**config.mk**
```make
export PLATFORM = sky130hd
export DESIGN_NAME = linked_free_list_block_allocator_flat
export DESIGN_NICKNAME = d
export VERILOG_FILES = /design/src/rtl/lfba_pkg.sv /design/src/rtl/lfba_req_if.sv /design/src/rtl/lfba_rsp_if.sv /design/src/rtl/lfba_ram.sv /design/src/rtl/lfba_datapath.sv /design/src/rtl/lfba_ctrl.sv /design/src/rtl/linked_free_list_block_allocator.sv /design/src/flat_wrapper.sv
export SDC_FILE = /design/constraint.sdc
export NUM_CORES = 1
export LEC_CHECK = 0
export BUFFER_PORTS_ARGS = -buffer_cell sky130_fd_sc_hd__buf_2
export CORE_ASPECT_RATIO = 2
export CORE_MARGIN = 10
export CORE_UTILIZATION = 25
export CTS_CLUSTER_SIZE = 10
export DETAILED_ROUTE_END_ITERATION = 6
export SLEW_MARGIN = 40
export SYNTH_ARGS = -nofsm -noshare
export SYNTH_HDL_FRONTEND = slang
export SYNTH_SLANG_ARGS = --single-unit
```
**constraint.sdc**
```tcl
create_clock -name clk -period 6.15 [get_ports clk]
set_input_delay 0.615 -clock clk [delete_from_list [all_inputs] [get_ports clk]]
set_output_delay 0.615 -clock clk [all_outputs]
set_load 0.01 [all_outputs]
```
**src/rtl/lfba_pkg.sv**
```systemverilog
package lfba_pkg;

    localparam int NUM_BLOCKS = 64;

    localparam int OP_W     = 2;
    localparam int COUNT_W  = $clog2(NUM_BLOCKS + 1);
    localparam int BLOCK_W  = $clog2(NUM_BLOCKS);
    localparam int STATUS_W = 2;

    localparam logic [OP_W-1:0] OP_ALLOC  = 2'd0;
    localparam logic [OP_W-1:0] OP_FREE   = 2'd1;
    localparam logic [OP_W-1:0] OP_REINIT = 2'd2;

    localparam logic [STATUS_W-1:0] STATUS_DONE     = 2'd0;
    localparam logic [STATUS_W-1:0] STATUS_NO_SPACE = 2'd1;
    localparam logic [STATUS_W-1:0] STATUS_BAD_REQ  = 2'd2;

    typedef enum logic [3:0] {
        CMD_NONE,
        CMD_LOAD,
        CMD_INIT_STEP,
        CMD_A_READ,
        CMD_A_TAKE,
        CMD_A_LINK,
        CMD_R_START,
        CMD_R_WB,
        CMD_F_STEP,
        CMD_F_SPLICE,
        CMD_RES_ALLOC,
        CMD_RES_DONE,
        CMD_RES_NOSPACE,
        CMD_RES_BAD
    } lfba_cmd_t;

    typedef struct packed {
        logic            head_valid;
        logic            cur_valid;
        logic            rdata_valid;
        logic            cnt_zero;
        logic            cnt_last;
        logic            init_last;
        logic            roll_more;
        logic            walk_more;
        logic            start_valid;
        logic [OP_W-1:0] op;
    } lfba_stat_t;

endpackage

```
**src/rtl/lfba_req_if.sv**
```systemverilog
interface lfba_req_if;
    logic                         valid;
    logic                         ready;
    logic [lfba_pkg::OP_W-1:0]    op;
    logic [lfba_pkg::COUNT_W-1:0] count;
    logic [lfba_pkg::BLOCK_W-1:0] start_block;

    modport source (output valid, output op, output count, output start_block, input ready);
    modport sink (input valid, input op, input count, input start_block, output ready);
endinterface

```
**src/rtl/lfba_rsp_if.sv**
```systemverilog
interface lfba_rsp_if;
    logic                          valid;
    logic                          ready;
    logic [lfba_pkg::STATUS_W-1:0] status;
    logic [lfba_pkg::BLOCK_W-1:0]  first_block;

    modport source (output valid, output status, output first_block, input ready);
    modport sink (input valid, input status, input first_block, output ready);
endinterface

```
**src/rtl/lfba_ram.sv**
```systemverilog
module lfba_ram #(
    parameter int WIDTH = 8,
    parameter int DEPTH = 64
) (
    input  logic                     clk,
    input  logic                     we,
    input  logic [$clog2(DEPTH)-1:0] waddr,
    input  logic [WIDTH-1:0]         wdata,
    input  logic [$clog2(DEPTH)-1:0] raddr,
    output logic [WIDTH-1:0]         rdata
);

    logic [WIDTH-1:0] mem [DEPTH];
    logic [WIDTH-1:0] rdata_reg;

    always_ff @(posedge clk)
    begin
        if (we)
        begin
            mem[waddr] <= wdata;
        end
        rdata_reg <= mem[raddr];
    end

    assign rdata = rdata_reg;

endmodule

```
**src/rtl/lfba_datapath.sv**
```systemverilog
module lfba_datapath (
    input  logic                          clk,
    input  logic                          rst_n,
    input  lfba_pkg::lfba_cmd_t           cmd,
    input  logic [lfba_pkg::OP_W-1:0]     in_op,
    input  logic [lfba_pkg::COUNT_W-1:0]  in_count,
    input  logic [lfba_pkg::BLOCK_W-1:0]  in_start,
    output lfba_pkg::lfba_stat_t          stat,
    output logic [lfba_pkg::STATUS_W-1:0] res_status,
    output logic [lfba_pkg::BLOCK_W-1:0]  res_first
);

    localparam int NUM_BLOCKS = lfba_pkg::NUM_BLOCKS;
    localparam int BW   = $clog2(NUM_BLOCKS);
    localparam int LW   = $clog2(NUM_BLOCKS + 1);
    localparam int CMPW = (LW > lfba_pkg::BLOCK_W) ? LW : lfba_pkg::BLOCK_W;
    localparam logic [LW-1:0] NONE = LW'(NUM_BLOCKS);

    logic [lfba_pkg::OP_W-1:0]     op_reg;
    logic [lfba_pkg::COUNT_W-1:0]  cnt_reg;
    logic [lfba_pkg::BLOCK_W-1:0]  start_reg;
    logic [LW-1:0]                 head_reg;
    logic [LW-1:0]                 cur_reg;
    logic [LW-1:0]                 prev_reg;
    logic [LW-1:0]                 first_reg;
    logic [LW-1:0]                 step_reg;
    logic [lfba_pkg::STATUS_W-1:0] status_reg;
    logic [lfba_pkg::BLOCK_W-1:0]  res_first_reg;

    logic          ram_we;
    logic [BW-1:0] ram_waddr;
    logic [LW-1:0] ram_wdata;
    logic [BW-1:0] ram_raddr;
    logic [LW-1:0] ram_rdata;
    logic          rdata_ok;
    logic          prev_ok;

    function automatic logic is_blk(input logic [LW-1:0] v);
        return v < NONE;
    endfunction

    assign rdata_ok = is_blk(ram_rdata);
    assign prev_ok  = is_blk(prev_reg);

    lfba_ram #(
        .WIDTH (LW),
        .DEPTH (NUM_BLOCKS)
    ) u_link_ram (
        .clk   (clk),
        .we    (ram_we),
        .waddr (ram_waddr),
        .wdata (ram_wdata),
        .raddr (ram_raddr),
        .rdata (ram_rdata)
    );

    assign ram_raddr = (cmd == lfba_pkg::CMD_A_READ) ? head_reg[BW-1:0] : cur_reg[BW-1:0];

    always_comb
    begin
        ram_we    = 1'b0;
        ram_waddr = cur_reg[BW-1:0];
        ram_wdata = head_reg;
        case (cmd)
            lfba_pkg::CMD_INIT_STEP:
            begin
                ram_we    = 1'b1;
                ram_waddr = step_reg[BW-1:0];
                ram_wdata = (step_reg == LW'(NUM_BLOCKS - 1)) ? NONE : step_reg + LW'(1);
            end
            lfba_pkg::CMD_A_TAKE:
            begin
                ram_we    = 1'b1;
                ram_wdata = NONE;
            end
            lfba_pkg::CMD_A_LINK:
            begin
                ram_we    = prev_ok;
                ram_waddr = prev_reg[BW-1:0];
                ram_wdata = cur_reg;
            end
            lfba_pkg::CMD_R_WB, lfba_pkg::CMD_F_SPLICE:
            begin
                ram_we = 1'b1;
            end
            default:
            begin
                ram_we = 1'b0;
            end
        endcase
    end

    always_ff @(posedge clk or negedge rst_n)
    begin
        if (!rst_n)
        begin
            op_reg        <= '0;
            cnt_reg       <= '0;
            start_reg     <= '0;
            head_reg      <= '0;
            cur_reg       <= '0;
            prev_reg      <= NONE;
            first_reg     <= NONE;
            step_reg      <= '0;
            status_reg    <= lfba_pkg::STATUS_DONE;
            res_first_reg <= '0;
        end
        else
        begin
            case (cmd)
                lfba_pkg::CMD_INIT_STEP:
                begin
                    step_reg <= step_reg + LW'(1);
                    head_reg <= '0;
                end
                lfba_pkg::CMD_LOAD:
                begin
                    op_reg    <= in_op;
                    cnt_reg   <= in_count;
                    start_reg <= in_start;
                    cur_reg   <= LW'(in_start);
                    prev_reg  <= NONE;
                    first_reg <= NONE;
                    step_reg  <= '0;
                end
                lfba_pkg::CMD_A_READ:
                begin
                    cur_reg <= head_reg;
                end
                lfba_pkg::CMD_A_TAKE:
                begin
                    head_reg <= rdata_ok ? ram_rdata : NONE;
                end
                lfba_pkg::CMD_A_LINK:
                begin
                    if (!prev_ok)
                    begin
                        first_reg <= cur_reg;
                    end
                    prev_reg <= cur_reg;
                    cnt_reg  <= cnt_reg - lfba_pkg::COUNT_W'(1);
                end
                lfba_pkg::CMD_R_START:
                begin
                    cur_reg  <= first_reg;
                    step_reg <= '0;
                end
                lfba_pkg::CMD_R_WB:
                begin
                    head_reg <= cur_reg;
                    cur_reg  <= rdata_ok ? ram_rdata : NONE;
                    step_reg <= step_reg + LW'(1);
                end
                lfba_pkg::CMD_F_STEP:
                begin
                    cur_reg  <= ram_rdata;
                    step_reg <= step_reg + LW'(1);
                end
                lfba_pkg::CMD_F_SPLICE:
                begin
                    head_reg      <= LW'(start_reg);
                    status_reg    <= lfba_pkg::STATUS_DONE;
                    res_first_reg <= '0;
                end
                lfba_pkg::CMD_RES_ALLOC:
                begin
                    status_reg    <= lfba_pkg::STATUS_DONE;
                    res_first_reg <= first_reg[BW-1:0];
                end
                lfba_pkg::CMD_RES_DONE:
                begin
                    status_reg    <= lfba_pkg::STATUS_DONE;
                    res_first_reg <= '0;
                end
                lfba_pkg::CMD_RES_NOSPACE:
                begin
                    status_reg    <= lfba_pkg::STATUS_NO_SPACE;
                    res_first_reg <= '0;
                end
                lfba_pkg::CMD_RES_BAD:
                begin
                    status_reg    <= lfba_pkg::STATUS_BAD_REQ;
                    res_first_reg <= '0;
                end
                default:
                begin
                    step_reg <= step_reg;
                end
            endcase
        end
    end

    assign stat.head_valid  = is_blk(head_reg);
    assign stat.cur_valid   = is_blk(cur_reg);
    assign stat.rdata_valid = rdata_ok;
    assign stat.cnt_zero    = (cnt_reg == '0);
    assign stat.cnt_last    = (cnt_reg == lfba_pkg::COUNT_W'(1));
    assign stat.init_last   = (step_reg == LW'(NUM_BLOCKS - 1));
    assign stat.roll_more   = (step_reg < NONE);
    assign stat.walk_more   = (step_reg < LW'(NUM_BLOCKS - 1));
    assign stat.start_valid = (CMPW'(start_reg) < CMPW'(NUM_BLOCKS));
    assign stat.op          = op_reg;

    assign res_status = status_reg;
    assign res_first  = res_first_reg;

endmodule

```
**src/rtl/lfba_ctrl.sv**
```systemverilog
module lfba_ctrl (
    input  logic                 clk,
    input  logic                 rst_n,
    input  logic                 in_valid,
    output logic                 in_ready,
    output logic                 out_valid,
    input  logic                 out_ready,
    input  lfba_pkg::lfba_stat_t stat,
    output lfba_pkg::lfba_cmd_t  cmd
);

    typedef enum logic [13:0] {
        ST_INIT   = 14'b00000000000001,
        ST_IDLE   = 14'b00000000000010,
        ST_DECODE = 14'b00000000000100,
        ST_A_TAKE = 14'b00000000001000,
        ST_A_WAIT = 14'b00000000010000,
        ST_A_LINK = 14'b00000000100000,
        ST_A_DONE = 14'b00000001000000,
        ST_R_RD   = 14'b00000010000000,
        ST_R_WB   = 14'b00000100000000,
        ST_F_RD   = 14'b00001000000000,
        ST_F_CHK  = 14'b00010000000000,
        ST_F_WR   = 14'b00100000000000,
        ST_REINIT = 14'b01000000000000,
        ST_RESP   = 14'b10000000000000
    } state_t;

    state_t state_reg;
    state_t state_next;

    assign in_ready  = (state_reg == ST_IDLE);
    assign out_valid = (state_reg == ST_RESP);

    always_comb
    begin
        state_next = state_reg;
        cmd        = lfba_pkg::CMD_NONE;
        unique case (state_reg)
            ST_INIT:
            begin
                cmd = lfba_pkg::CMD_INIT_STEP;
                if (stat.init_last)
                begin
                    state_next = ST_IDLE;
                end
            end
            ST_IDLE:
            begin
                if (in_valid)
                begin
                    cmd        = lfba_pkg::CMD_LOAD;
                    state_next = ST_DECODE;
                end
            end
            ST_DECODE:
            begin
                unique case (stat.op)
                    lfba_pkg::OP_ALLOC:
                    begin
                        if (stat.cnt_zero)
                        begin
                            cmd        = lfba_pkg::CMD_RES_BAD;
                            state_next = ST_RESP;
                        end
                        else
                        begin
                            state_next = ST_A_TAKE;
                        end
                    end
                    lfba_pkg::OP_FREE:
                    begin
                        if (stat.start_valid)
                        begin
                            state_next = ST_F_RD;
                        end
                        else
                        begin
                            cmd        = lfba_pkg::CMD_RES_BAD;
                            state_next = ST_RESP;
                        end
                    end
                    lfba_pkg::OP_REINIT:
                    begin
                        cmd        = lfba_pkg::CMD_RES_DONE;
                        state_next = ST_REINIT;
                    end
                    default:
                    begin
                        cmd        = lfba_pkg::CMD_RES_BAD;
                        state_next = ST_RESP;
                    end
                endcase
            end
            ST_A_TAKE:
            begin
                if (stat.head_valid)
                begin
                    cmd        = lfba_pkg::CMD_A_READ;
                    state_next = ST_A_WAIT;
                end
                else
                begin
                    cmd        = lfba_pkg::CMD_R_START;
                    state_next = ST_R_RD;
                end
            end
            ST_A_WAIT:
            begin
                cmd        = lfba_pkg::CMD_A_TAKE;
                state_next = ST_A_LINK;
            end
            ST_A_LINK:
            begin
                cmd        = lfba_pkg::CMD_A_LINK;
                state_next = stat.cnt_last ? ST_A_DONE : ST_A_TAKE;
            end
            ST_A_DONE:
            begin
                cmd        = lfba_pkg::CMD_RES_ALLOC;
                state_next = ST_RESP;
            end
            ST_R_RD:
            begin
                if (stat.cur_valid && stat.roll_more)
                begin
                    state_next = ST_R_WB;
                end
                else
                begin
                    cmd        = lfba_pkg::CMD_RES_NOSPACE;
                    state_next = ST_RESP;
                end
            end
            ST_R_WB:
            begin
                cmd        = lfba_pkg::CMD_R_WB;
                state_next = ST_R_RD;
            end
            ST_F_RD:
            begin
                state_next = stat.walk_more ? ST_F_CHK : ST_F_WR;
            end
            ST_F_CHK:
            begin
                if (stat.rdata_valid)
                begin
                    cmd        = lfba_pkg::CMD_F_STEP;
                    state_next = ST_F_RD;
                end
                else
                begin
                    state_next = ST_F_WR;
                end
            end
            ST_F_WR:
            begin
                cmd        = lfba_pkg::CMD_F_SPLICE;
                state_next = ST_RESP;
            end
            ST_REINIT:
            begin
                cmd = lfba_pkg::CMD_INIT_STEP;
                if (stat.init_last)
                begin
                    state_next = ST_RESP;
                end
            end
            ST_RESP:
            begin
                if (out_ready)
                begin
                    state_next = ST_IDLE;
                end
            end
            default:
            begin
                state_next = ST_INIT;
            end
        endcase
    end

    always_ff @(posedge clk or negedge rst_n)
    begin
        if (!rst_n)
        begin
            state_reg <= ST_INIT;
        end
        else
        begin
            state_reg <= state_next;
        end
    end

endmodule

```
**src/rtl/linked_free_list_block_allocator.sv**
```systemverilog
// Channel  Dir  Payload                            Transfer when
// req      in   op[1:0] count[6:0] start_block[5:0] req.valid & req.ready
// rsp      out  status[1:0] first_block[5:0]       rsp.valid & rsp.ready
//
// One request at a time; link table is one RAM with a write port and a registered read port.
// Allocate takes blocks off the head in turn; if the list runs dry it puts the taken
// blocks back and answers out of space. Free walks up to NUM_BLOCKS-1 links and splices
// the chain onto the head. Reinitialize sweeps the table. A zero count or unknown op
// gets bad request. After reset the link table is swept; req.ready stays low meanwhile.
// The response holds in its register until taken; no new request meanwhile.
module linked_free_list_block_allocator (
    input logic        clk,
    input logic        rst_n,
    lfba_req_if.sink   req,
    lfba_rsp_if.source rsp
);

    lfba_pkg::lfba_cmd_t  cmd;
    lfba_pkg::lfba_stat_t stat;

    lfba_ctrl u_ctrl (
        .clk       (clk),
        .rst_n     (rst_n),
        .in_valid  (req.valid),
        .in_ready  (req.ready),
        .out_valid (rsp.valid),
        .out_ready (rsp.ready),
        .stat      (stat),
        .cmd       (cmd)
    );

    lfba_datapath u_datapath (
        .clk        (clk),
        .rst_n      (rst_n),
        .cmd        (cmd),
        .in_op      (req.op),
        .in_count   (req.count),
        .in_start   (req.start_block),
        .stat       (stat),
        .res_status (rsp.status),
        .res_first  (rsp.first_block)
    );

endmodule
```
**src/flat_wrapper.sv**
```systemverilog
// flat-port wrapper written by rule: the top's interface ports become plain ports
module linked_free_list_block_allocator_flat 
  (clk, rst_n, req_valid, req_op, req_count, req_start_block, req_ready, rsp_valid, rsp_status, rsp_first_block, rsp_ready);
  lfba_req_if req_i ();
  lfba_rsp_if rsp_i ();
  input logic clk;
  input logic rst_n;
  input wire logic [$bits(req_i.valid)-1:0] req_valid;
  input wire logic [$bits(req_i.op)-1:0] req_op;
  input wire logic [$bits(req_i.count)-1:0] req_count;
  input wire logic [$bits(req_i.start_block)-1:0] req_start_block;
  output wire logic [$bits(req_i.ready)-1:0] req_ready;
  output wire logic [$bits(rsp_i.valid)-1:0] rsp_valid;
  output wire logic [$bits(rsp_i.status)-1:0] rsp_status;
  output wire logic [$bits(rsp_i.first_block)-1:0] rsp_first_block;
  input wire logic [$bits(rsp_i.ready)-1:0] rsp_ready;
  assign req_i.valid = req_valid;
  assign req_i.op = req_op;
  assign req_i.count = req_count;
  assign req_i.start_block = req_start_block;
  assign req_ready = req_i.ready;
  assign rsp_valid = rsp_i.valid;
  assign rsp_status = rsp_i.status;
  assign rsp_first_block = rsp_i.first_block;
  assign rsp_i.ready = rsp_ready;
  linked_free_list_block_allocator u_core (.clk(clk), .rst_n(rst_n), .req(req_i), .rsp(rsp_i));
endmodule
```
==> results of run 1 <==
[routing by layer]
| metal | vias up | share of wire |
|---|---|---|
| met5 | - | 0 |
| met4 | 0 | 0.080 |
| met1 | 7566 | 0.32 |
| met2 | 618 | 0.55 |
| met3 | 216 | 0.044 |
| li1 | 6868 | - |
[critical path, stage by stage (launching register included)]
cell	delay (ns)
dfrtp_1	0.50
nor4_4	0.48
nand4_1	0.22
nor3b_1	0.66
nor2_1	0.27
and2_1	0.25
a221o_1	0.28
nor2_1	0.32
nand3_1	0.57
nor2_1	0.77
[path summary, 6_finish.rpt]
check / start / end / cells after the start / slack, ns
worst max register to register: u_core.u_ctrl.state_reg[12]$_DFFE_PN0P_ / u_core.u_datapath.u_link_ram.mem[57][6]$_DFFE_PP_ / 9 / 1.44
max in group asynchronous: rst_n / u_core.u_datapath.start_reg[0]$_DFFE_PN0P_ / 3 / 4.93
min in group asynchronous: rst_n / u_core.u_datapath.op_reg[0]$_DFFE_PN0P_ / 2 / 0.34
worst max-delay path: u_core.u_ctrl.state_reg[12]$_DFFE_PN0P_ / u_core.u_datapath.u_link_ram.mem[57][6]$_DFFE_PP_ / 9 / 1.44
worst min register to register: u_core.u_datapath.start_reg[4]$_DFFE_PN0P_ / u_core.u_datapath.start_reg[4]$_DFFE_PN0P_ / 2 / 0.48
worst min-delay path: req_count[2] / u_core.u_datapath.cnt_reg[2]$_DFFE_PN0P_ / 3 / 0.16
[report_power, final]
group	total (mW)	internal [mW]	switching (mW)
Clock	3.06	1.71	1.35
Combinational	4.33	1.09	3.24
Sequential	4.74	4.50	0.241
[cells by family after synthesis]
group           synth area share
flops                     0.6952
simple gates              0.1783
compound gates           0.08298
fa+ha+maj               0.002260
mux                      0.01689
xor+xnor                0.001977
buf+inv                  0.02243
[layout by cell type, fill, tap and decap left out, types with 11 or more instances in the layout]
| cell type | netlist | final |
|---|---|---|
| nand2_1 | 497 | 495 |
| edfxtp_1 | 448 | 448 |
| nand3_1 | 148 | 147 |
| a21oi_1 | 127 | 127 |
| nor2_1 | 123 | 114 |
| dfrtp_1 | 69 | 69 |
| clkbuf_16 | 0 | 58 |
| o21ai_0 | 41 | 41 |
| nand4_1 | 33 | 33 |
| a31oi_1 | 33 | 33 |
| buf_4 | 5 | 31 |
| buf_2 | 42 | 27 |
| clkbuf_1 | 45 | 21 |
| mux2i_1 | 20 | 19 |
| and3_1 | 15 | 15 |
| a22oi_1 | 14 | 14 |
| inv_1 | 13 | 13 |
| nor4_1 | 13 | 12 |
| nor3_1 | 12 | 12 |
| a21o_1 | 12 | 12 |
| a221oi_1 | 11 | 11 |
[through the flow]
stage | worst slack [ns] | area [um2] | power [mW] | utilization
2_1_floorplan | 1.854 | 22150 | 7.291 | -
3_3_place_gp | 1.447 | 23640 | 8.991 | 0.2685
3_5_place_dp | 1.490 | 23700 | 9.041 | 0.2691
4_1_cts | 1.476 | 25280 | 12.08 | 0.2871
5_1_grt | 1.247 | 25350 | 12.62 | 0.2879
6_report | 1.442 | 25350 | 12.12 | 0.2879
[timing repair]
| action | in CTS | in global routing |
|---|---|---|
| hold endpoints to repair | 7 | 0 |
| resized for setup | 0 | 0 |
| hold buffers | 1 | 0 |
[cell type report]
class | instances | share of cell area
antenna | 1 | 0.00009870
clock buffer | 79 | 0.06036
clock inverter | 3 | 0.001875
inverter | 13 | 0.001925
multi-input combinational | 1232 | 0.2517
sequential | 527 | 0.6074
tap | 1170 | 0.05774
timing repair buffer | 65 | 0.01895
==> key figures, run 1 <==
Clocking
  – Clk buf depth: 3
  – Clock-pin slew of the registers on the worst-case setup and hold paths: 0.06 ns
  – Htree depth: 2
  – Setup Fix Bufs, Post-CTS: 0
  – Num Clock Sinks: 527
  – Worst-Skew Late Latency: 0.64 ns
  – CTS Buf Count: 58
  – CTS tree: done
  – Root Buffer: clkbuf_16

Yosys
  – Yosys top cell area share: 0.6074
  – Predominant post-synthesis flop cell: edfxtp_1
  – Area leader, netlist: edfxtp_1
  – Synth area leaders: edfxtp_1, nand2_1, dfrtp_1
  – Top-count cell post-synth: nand2_1
  – Post-Synthesis Cells: 1870
  – Most instantiated cells after synthesis: nand2_1, edfxtp_1, nand3_1, a21oi_1, nor2_1
  – Fraction of registers with async set/reset: 0.1366
  – Netlist cell types: 67
  – Synth Cell Area: 22150 um2
  – Syn Nets: 1893
  – Syn_area_per_cell: 11.84 um2
  – Seq/Total Area, Yosys: 0.6952
  – Post-synth EDFFs: 448
  – Number of synthesis warnings: 0
  – Seq cells post-synth: 527

Global route
  – GR Layer Usage met2: 0.2553
  – Initial antenna violation count: 1
  – Pin count of the biggest net entering global routing: 112
  – Grt met3 use: 0.01568
  – Number of global-route vias before repair: 15600
  – GRT Total Usage: 0.1317
  – Global-route wire length before repair: 100600 um
  – Global route overflow: 0
  – GR peak layer: met2
  – Met1 Use GR: 0.1219

Setup path
  – CP Launch Type: flip-flop
  – Arr. time, crit path: 4.97 ns
  – CP Max Fanout: 10
  – CP required: 6.41 ns
  – Worst Setup End Kind: flip-flop
  – CP Class: reg -> reg

Die
  – Initial Utilization: 0.2515
  – Die area: 101600 um2
  – Chip Height: 441.0 um
  – Row cnt: 154
  – Die X: 230.5 um
  – IO Pins: 29
  – Core Region: 88060 um2

Place
  – Post-DP HPWL: 46370 um
  – GP Congestion: 0.9255
  – # port buffers: 28
  – Inst Count DP: 3004

Finish
  – Multi-input logic area: 6381 um2
  – Fillers: 9050
  – Max reg flops: 448
  – Area delta synth->final: 14.46%
  – FF+latch area: 15400 um2
  – Layout cell share with drive strength beyond 1: 0.09171
  – Non-filler cells, final: 3090
  – Final nets: 1920

Timing
  – Post-route setup TNS: 0 ns
  – Final-report hold violation count: 0
  – Setup Viol. Count Final: 0
  – Worst Skew: 0.05470 ns
  – Hold Slack: 0.1616 ns
  – Minimum clock period: 4.708 ns
  – FMAX: 212.4 MHz
  – Relative slew slack: 0.4034
  – Unrepaired setup endpoints after global routing: no
  – Slew @ Worst Pin: 0.8915 ns
  – Fin. max-slew vios: 0
  – Post-route clock period utilization: 0.7655

Route
  – Drt first pass iters: 7
  – Routed Antenna Nets: 0
  – WL/cell: 22.19 um
  – Final wirelength: 68580 um
  – Vias per cell: 4.941
  – Vias post-DR: 15270
  – DRC violations left: 10
  – Initial DRC Count: 1321

Pwr
  – PwrDens: 478.1 nW/um2
  – Static leakage: 8.952 nW
  – Worst vdd ir: 0.2541 mV

Outcome
  – Violated checks: DRC
  – Outcome: complete, but fails checks

Run
  – Max Cap Violations: 0

Min path
  – Hold Crit Class: in -> reg
(Power assumes the default switching activity.)
==> run 2: changes to the inputs <==
==> constraint.sdc (replaced) <==
create_clock -name clk -period 4.05 [get_ports clk]
set_input_delay 0.405 -clock clk [delete_from_list [all_inputs] [get_ports clk]]
set_output_delay 0.405 -clock clk [all_outputs]
set_load 0.01 [all_outputs]
==> run 2 against run 1 <==
Against the previous run:
- the flow now finishes without violations
- flip-flop and latch count is the same
- combinational power is 60% higher
- fmax grew 23%
- critical endpoint is now u_core.u_datapath.u_link_ram.mem[2][0]$_DFFE_PP_
- largest cell class unchanged
==> key figures, run 2 (same netlist as run 1, synthesis figures left out) <==
Outcome
  – Outcome: finished clean (was complete, but fails checks)

Timing
  – PnR worst setup slack: 0.2137 ns (was 1.442 ns)
  – Final-report hold violation count: 0 (unchanged)
  – Worst Skew: 0.03136 ns (was 0.05470 ns)
  – Fin. max-slew vios: 0 (unchanged)
  – Setup Viol. Count Final: 0 (unchanged)
  – Post-route clock period utilization: 0.9472 (was 0.7655)
  – FMAX: 260.7 MHz (was 212.4 MHz)
  – Minimum clock period: 3.836 ns (was 4.708 ns)
  – Relative slew slack: 0.4260 (was 0.4034)
  – Slew @ Worst Pin: 0.8610 ns (was 0.8915 ns)

Route
  – DRC violations left: 0 (was 10)
  – Initial DRC Count: 1193 (was 1321)
  – Drt first pass iters: 7 (unchanged)
  – Final wirelength: 69230 um (was 68580 um)
  – Vias post-DR: 15470 (was 15270)
  – WL/cell: 21.55 um (was 22.19 um)
  – Routed Antenna Nets: 0 (unchanged)
  – Vias per cell: 4.816 (was 4.941)

Setup path
  – Crit path cell chain: nor4_4 -> nand3_1 -> o32ai_2 -> nor2_1 -> and2_1 -> a221o_1 -> nor2_1 -> nand3_1 -> nor2_1 -> buf_4 (was nor4_4 -> nand4_1 -> nor3b_1 -> nor2_1 -> and2_1 -> a221o_1 -> nor2_1 -> nand3_1 -> nor2_1)
  – Top cell by count, worst path: nor2_1 (unchanged)
  – CP max stage cell: dfrtp_1 (was nor2_1)
  – Max stage delay on crit path: 0.49 ns (was 0.77 ns)
  – CP Max Fanout: 9 (was 10)
  – Arr. time, crit path: 4.17 ns (was 4.97 ns)
  – CP required: 4.38 ns (was 6.41 ns)
  – Worst Setup End Kind: flip-flop (unchanged)
  – CP Launch Type: flip-flop (unchanged)
  – CP Class: reg -> reg (unchanged)

Run
  – Max Cap Violations: 0 (unchanged)

Die
  – Core Region: 88060 um2 (unchanged)
  – Initial Utilization: 0.2515 (unchanged)
  – Die area: 101600 um2 (unchanged)
  – Die X: 230.5 um (unchanged)
  – Chip Height: 441.0 um (unchanged)
  – Row cnt: 154 (unchanged)
  – IO Pins: 29 (unchanged)

Global route
  – Pin count of the biggest net entering global routing: 65 (was 112)
  – Number of global-route vias before repair: 15930 (was 15600)
  – Initial antenna violation count: 1 (unchanged)
  – GRT Total Usage: 0.1338 (was 0.1317)
  – Global route overflow: 0 (unchanged)
  – Global-route wire length before repair: 102000 um (was 100600 um)

Clocking
  – Worst-Skew Late Latency: 0.62 ns (was 0.64 ns)
  – Root Buffer: clkbuf_16 (unchanged)
  – Clock-pin slew of the registers on the worst-case setup and hold paths: 0.07 ns (was 0.06 ns)
  – Num Clock Sinks: 527 (unchanged)
  – CTS Buf Count: 58 (unchanged)
  – Htree depth: 2 (unchanged)
  – Clk buf depth: 3 (unchanged)
  – CTS tree: done (unchanged)

Finish
  – Layout cell share with drive strength beyond 1: 0.1362 (was 0.09171)
  – Design area: 26310 um2 (was 25350 um2)
  – Commonest cells after routing, fill and taps aside: nand2_1, edfxtp_1, nand3_1, buf_4, a21oi_1 (was nand2_1, edfxtp_1, nand3_1, a21oi_1, nor2_1)
  – Max reg flops: 448 (unchanged)
  – Area delta synth->final: 18.76% (was 14.46%)
  – Commonest non-fill, non-tap cell in the layout: nand2_1 (unchanged)
  – Final nets: 2031 (was 1920)

Pwr
  – Switch share: 0.3920 (was 0.3983)
  – Static leakage: 9.543 nW (was 8.952 nW)
  – Net load switching power: 7.385 mW (was 4.827 mW)
  – Worst vdd ir: 0.3497 mV (was 0.2541 mV)
  – Clock network power share: 0.250 (was 0.252)
  – Seq pwr share: 0.382 (was 0.391)
  – Combinational Power Share: 0.368 (was 0.357)
  – PwrDens: 716.3 nW/um2 (was 478.1 nW/um2)
  – Power, Total: 18.84 mW (was 12.12 mW)
  – Internal power: 11.46 mW (was 7.293 mW)

Place
  – # port buffers: 28 (unchanged)
  – GP Congestion: 0.9358 (was 0.9255)
  – DP Area: 24590 um2 (was 23700 um2)
  – Dpl ws: -0.02617 ns (was 1.490 ns)
  – Post-DP HPWL: 48250 um (was 46370 um)

Min path
  – Hold Crit Class: in -> reg (unchanged)
[run 2: through the flow]
step                      hold slack, ns  setup TNS, ns  utilization  instances
after floorplan                   0.1094         -14.78            -       1870
after global placement            0.4338              0       0.2791       3111
after detailed placement          0.4444       -0.02617       0.2793       3111
after CTS                       0.002878              0       0.2984       3209
after global routing             0.03618        -0.1451       0.2987       3212
final                            0.02179              0       0.2987       3212
[run 2: final cells by class]
class	instances	area (um2)
Fill cell	8966	61750
Tap cell	1170	1464
Antenna cell	1	2.502
Clock inverter	3	37.54
Timing Repair Buffer	176	1404
Sequential cell	527	15400
Multi-Input combinational cell	1232	6357
Clock buffer	90	1593
Inverter	13	48.80
[run 2: power by group through the flow]
stage	sequential, mW	clock, mW	combinational (mW)
CTS	7.18	4.81	6.88
floorplan	7.17	0	3.92
finish	7.19	4.72	6.93
detailed placement	7.29	0	6.86
global route	7.23	5.00	7.45
global placement	7.28	0	6.83
[run 2: final timing paths]
path | cells past startpoint | slack [ns] | start | end
worst max-delay path | 10 | 0.21 | u_core.u_ctrl.state_reg[8]$_DFFE_PN0P_ | u_core.u_datapath.u_link_ram.mem[2][0]$_DFFE_PP_
min in group asynchronous | 2 | 0.32 | rst_n | u_core.u_datapath.cnt_reg[3]$_DFFE_PN0P_
max in group asynchronous | 3 | 2.85 | rst_n | u_core.u_datapath.start_reg[0]$_DFFE_PN0P_
worst min register to register | 2 | 0.49 | u_core.u_datapath.prev_reg[1]$_DFFE_PN0P_ | u_core.u_datapath.prev_reg[1]$_DFFE_PN0P_
worst max register to register | 10 | 0.21 | u_core.u_ctrl.state_reg[8]$_DFFE_PN0P_ | u_core.u_datapath.u_link_ram.mem[2][0]$_DFFE_PP_
worst min-delay path | 3 | 0.02 | req_start_block[5] | u_core.u_datapath.start_reg[5]$_DFFE_PN0P_
[run 2: timing repair]
action / CTS / global route
hold buffers: 5 / 0
buffers inserted: 0 / 2
pin swaps: 0 / 1
resized for setup: 1 / 3
endpoints found under the hold margin: 41 / 0
setup endpoints to repair: 1 / 13
[run 2: layer usage]
| layer | vias up | global-route usage | routed length, um |
|---|---|---|---|
| met4 | 0 | 0.1135 | 6015 |
| met5 | - | 0 | 0 |
| met1 | 7589 | 0.1187 | 21610 |
| met2 | 548 | 0.2625 | 38700 |
| li1 | 7098 | - | - |
| met3 | 234 | 0.01478 | 2904 |
[run 2: critical path, delay by kind of cell, from the launching register on]
kind | cells | cell delay, ns
buffers and inverters | 1 | 0.22
AO/OA/AOI/OAI | 2 | 0.74
flip-flops | 1 | 0.49
AND/OR/NAND/NOR | 7 | 2.08
==> run 3: changes to the inputs <==
--- a/config.mk
+++ b/config.mk
@@ -8,9 +8,10 @@
 export BUFFER_PORTS_ARGS = -buffer_cell sky130_fd_sc_hd__buf_2
 export CORE_ASPECT_RATIO = 2
 export CORE_MARGIN = 10
-export CORE_UTILIZATION = 25
+export CORE_UTILIZATION = 55
 export CTS_CLUSTER_SIZE = 10
 export DETAILED_ROUTE_END_ITERATION = 6
+export PLACE_DENSITY = 0.74
 export SLEW_MARGIN = 40
 export SYNTH_ARGS = -nofsm -noshare
 export SYNTH_HDL_FRONTEND = slang
==> run 3 against run 2 <==
Against the previous run:
- the run now ends with DRC left
- flip-flop and latch count stayed put
- utilization increased by 33 points
- critical endpoint is now u_core.u_datapath.u_link_ram.mem[7][6]$_DFFE_PP_
- critical path depth shrank 2
- power is 1.7% higher
==> key figures, run 3 (same netlist as run 1, synthesis figures left out) <==
Timing
  – Unrepaired setup endpoints after global routing: no
  – FMAX: 255.5 MHz (was 260.7 MHz)
  – Relative slew slack: 0.4027 (was 0.4260)
  – PnR worst setup slack: 0.1367 ns (was 0.2137 ns)
  – Hold Slack: 0.02780 ns (was 0.02179 ns)
  – Post-route clock period utilization: 0.9663 (was 0.9472)
  – Final-report hold violation count: 0 (unchanged)
  – Post-route setup TNS: 0 ns (unchanged)
  – Minimum clock period: 3.913 ns (was 3.836 ns)
  – Worst Skew: 0.01952 ns (was 0.03136 ns)
  – Setup Viol. Count Final: 0 (unchanged)
  – Fin. max-slew vios: 0 (unchanged)
  – Slew @ Worst Pin: 0.8960 ns (was 0.8610 ns)

Global route
  – Pin count of the biggest net entering global routing: 76 (was 65)
  – Global route overflow: 0 (unchanged)
  – Global-route wire length before repair: 104300 um (was 102000 um)
  – GRT Total Usage: 0.2848 (was 0.1338)
  – Initial antenna violation count: 0 (was 1)
  – Number of global-route vias before repair: 16600 (was 15930)

Outcome
  – Violated checks: DRC
  – Outcome: complete, but fails checks (was finished clean)

Setup path
  – CP Max Fanout: 10 (was 9)
  – Crit path cell chain: nor4_4 -> nand4_1 -> or3_1 -> or3b_2 -> o21ai_2 -> nand3_1 -> buf_4 -> nor2_1 (was nor4_4 -> nand3_1 -> o32ai_2 -> nor2_1 -> and2_1 -> a221o_1 -> nor2_1 -> nand3_1 -> nor2_1 -> buf_4)
  – Reg2reg path depth: 8 (was 10)
  – CP delay by family, top: simple AND/OR/NAND/NOR gates (unchanged)
  – Worst path buffer plus inverter count: 1 (unchanged)
  – CP max stage cell: nor4_4 (was dfrtp_1)
  – CP startpoint: u_core.u_ctrl.state_reg[1]$_DFFE_PN0P_ (was u_core.u_ctrl.state_reg[8]$_DFFE_PN0P_)
  – CP Class: reg -> reg (unchanged)
  – RR Endpoint: u_core.u_datapath.u_link_ram.mem[7][6]$_DFFE_PP_ (was u_core.u_datapath.u_link_ram.mem[2][0]$_DFFE_PP_)
  – Reg-to-reg setup timing slack: 0.14 ns (was 0.21 ns)
  – Worst Setup End Kind: flip-flop (unchanged)
  – Arr. time, crit path: 4.14 ns (was 4.17 ns)
  – CP Launch Type: flip-flop (unchanged)
  – Worst r2r src: u_core.u_ctrl.state_reg[1]$_DFFE_PN0P_ (was u_core.u_ctrl.state_reg[8]$_DFFE_PN0P_)
  – CP required: 4.28 ns (was 4.38 ns)
  – Max stage delay on crit path: 0.56 ns (was 0.49 ns)

Finish
  – Commonest non-fill, non-tap cell in the layout: nand2_1 (unchanged)
  – # diodes: 0 (was 1)
  – Final nets: 1995 (was 2031)
  – Non-filler cells, final: 2552 (was 3212)
  – Max reg flops: 448 (unchanged)
  – Commonest cells after routing, fill and taps aside: nand2_1, edfxtp_1, nand3_1, a21oi_1, nor2_1 (was nand2_1, edfxtp_1, nand3_1, buf_4, a21oi_1)
  – Layout cell share with drive strength beyond 1: 0.1212 (was 0.1362)
  – Area delta synth->final: 14.30% (was 18.76%)

Min path
  – WHS Endpoint: u_core.u_datapath.cnt_reg[2]$_DFFE_PN0P_ (was u_core.u_datapath.start_reg[5]$_DFFE_PN0P_)
  – Critical hold path startpoint: req_count[2] (was req_start_block[5])
  – Hold Crit Class: in -> reg (unchanged)
  – WHS Path Cells: 3 (unchanged)

Clocking
  – Num Clock Sinks: 527 (unchanged)
  – Htree depth: 2 (unchanged)
  – CTS tree: done (unchanged)
  – Root Buffer: clkbuf_16 (unchanged)
  – Worst-Skew Late Latency: 0.60 ns (was 0.62 ns)
  – Clock-pin slew of the registers on the worst-case setup and hold paths: 0.06 ns (was 0.07 ns)
  – Clk buf depth: 3 (unchanged)
  – CTS Buf Count: 58 (unchanged)

Route
  – DRC violations left: 1 (was 0)
  – WL/cell: 27.77 um (was 21.55 um)
  – Routed Antenna Nets: 0 (unchanged)
  – Initial DRC Count: 2302 (was 1193)
  – Vias per cell: 6.403 (was 4.816)
  – Vias post-DR: 16340 (was 15470)
  – Drt first pass iters: 7 (unchanged)
  – Final wirelength: 70880 um (was 69230 um)

Run
  – Max Cap Violations: 0 (unchanged)

Pwr
  – Static leakage: 9.413 nW (was 9.543 nW)
  – Worst vdd ir: 0.4244 mV (was 0.3497 mV)
  – PwrDens: 757.2 nW/um2 (was 716.3 nW/um2)

Die
  – IO Pins: 29 (unchanged)
  – Die X: 161.9 um (was 230.5 um)
  – Chip Height: 303.8 um (was 441.0 um)
  – Die area: 49190 um2 (was 101600 um2)
  – Initial Utilization: 0.5527 (was 0.2515)
  – Row cnt: 104 (was 154)
  – Core Region: 40080 um2 (was 88060 um2)

Place
  – # port buffers: 28 (unchanged)
  – GP Congestion: 1.028 (was 0.9358)
  – Inst Count DP: 2441 (was 3111)
  – Dpl ws: 0.2128 ns (was -0.02617 ns)
  – Post-DP HPWL: 47730 um (was 48250 um)
## run 3: layer usage
layer | up-vias | part of all wire | routed length [um] | global-route usage
li1 | 7034 | - | - | -
met1 | 7929 | 0.30 | 21270 | 0.2793
met2 | 1035 | 0.52 | 36900 | 0.5053
met3 | 342 | 0.078 | 5553 | 0.04875
met4 | 0 | 0.10 | 7150 | 0.2390
met5 | - | 0 | 0 | 0
## run 3: tightest hold or removal path, delay by kind of cell
kind	cells	cell delay, ns
simple gates	2	0.10
buf+inv	1	0.07
## run 3: report_power, final
| part | internal (mW) | leakage (nW) | switching (mW) |
|---|---|---|---|
| Combinational | 1.95 | 3.48 | 5.22 |
| Sequential | 6.82 | 5.13 | 0.416 |
| Clock | 2.73 | 0.802 | 2.03 |
| Total | 11.5 | 9.41 | 7.67 |
## run 3: per-stage QoR
stage | cell area, um2 | total power, mW | utilization
after floorplan | 22180 | 11.10 | -
after global placement | 23600 | 14.04 | 0.5888
after detailed placement | 23610 | 14.16 | 0.5890
after CTS | 25310 | 18.89 | 0.6315
after global routing | 25320 | 19.78 | 0.6317
final | 25320 | 19.17 | 0.6317
## run 3: final cells by class
class	instances	area [um2]
clock inverters	3	33.78
repair buffers	140	1175
fillers	3047	14760
flip-flops and latches	527	15400
multi-input cells	1232	6342
well taps	530	663.1
clock buffers	107	1657
inverters	13	48.80
## run 3: repair_timing
item | CTS | global route
resized for setup | 0 | 3
hold endpoints to repair | 7 | 0
endpoints found under the setup margin | 0 | 15
setup buffers | 0 | 0
hold buffers | 1 | 0
## run 3: how the worst max path moves through the flow
stage / depth (start not counted) / endpoint / slack [ns]
finish: 8 / u_core.u_datapath.u_link_ram.mem[7][6]$_DFFE_PP_ / 0.14
global route: 10 / u_core.u_datapath.u_link_ram.mem[13][5]$_DFFE_PP_ / 0.01
CTS: 8 / u_core.u_datapath.u_link_ram.mem[7][5]$_DFFE_PP_ / 0.21
detailed placement: 8 / u_core.u_datapath.u_link_ram.mem[0][0]$_DFFE_PP_ / 0.21
global placement: 11 / u_core.u_datapath.u_link_ram.rdata[0]$_DFF_P_ / 0.31
floorplan: 7 / u_core.u_datapath.u_link_ram.mem[0][0]$_DFFE_PP_ / -0.16
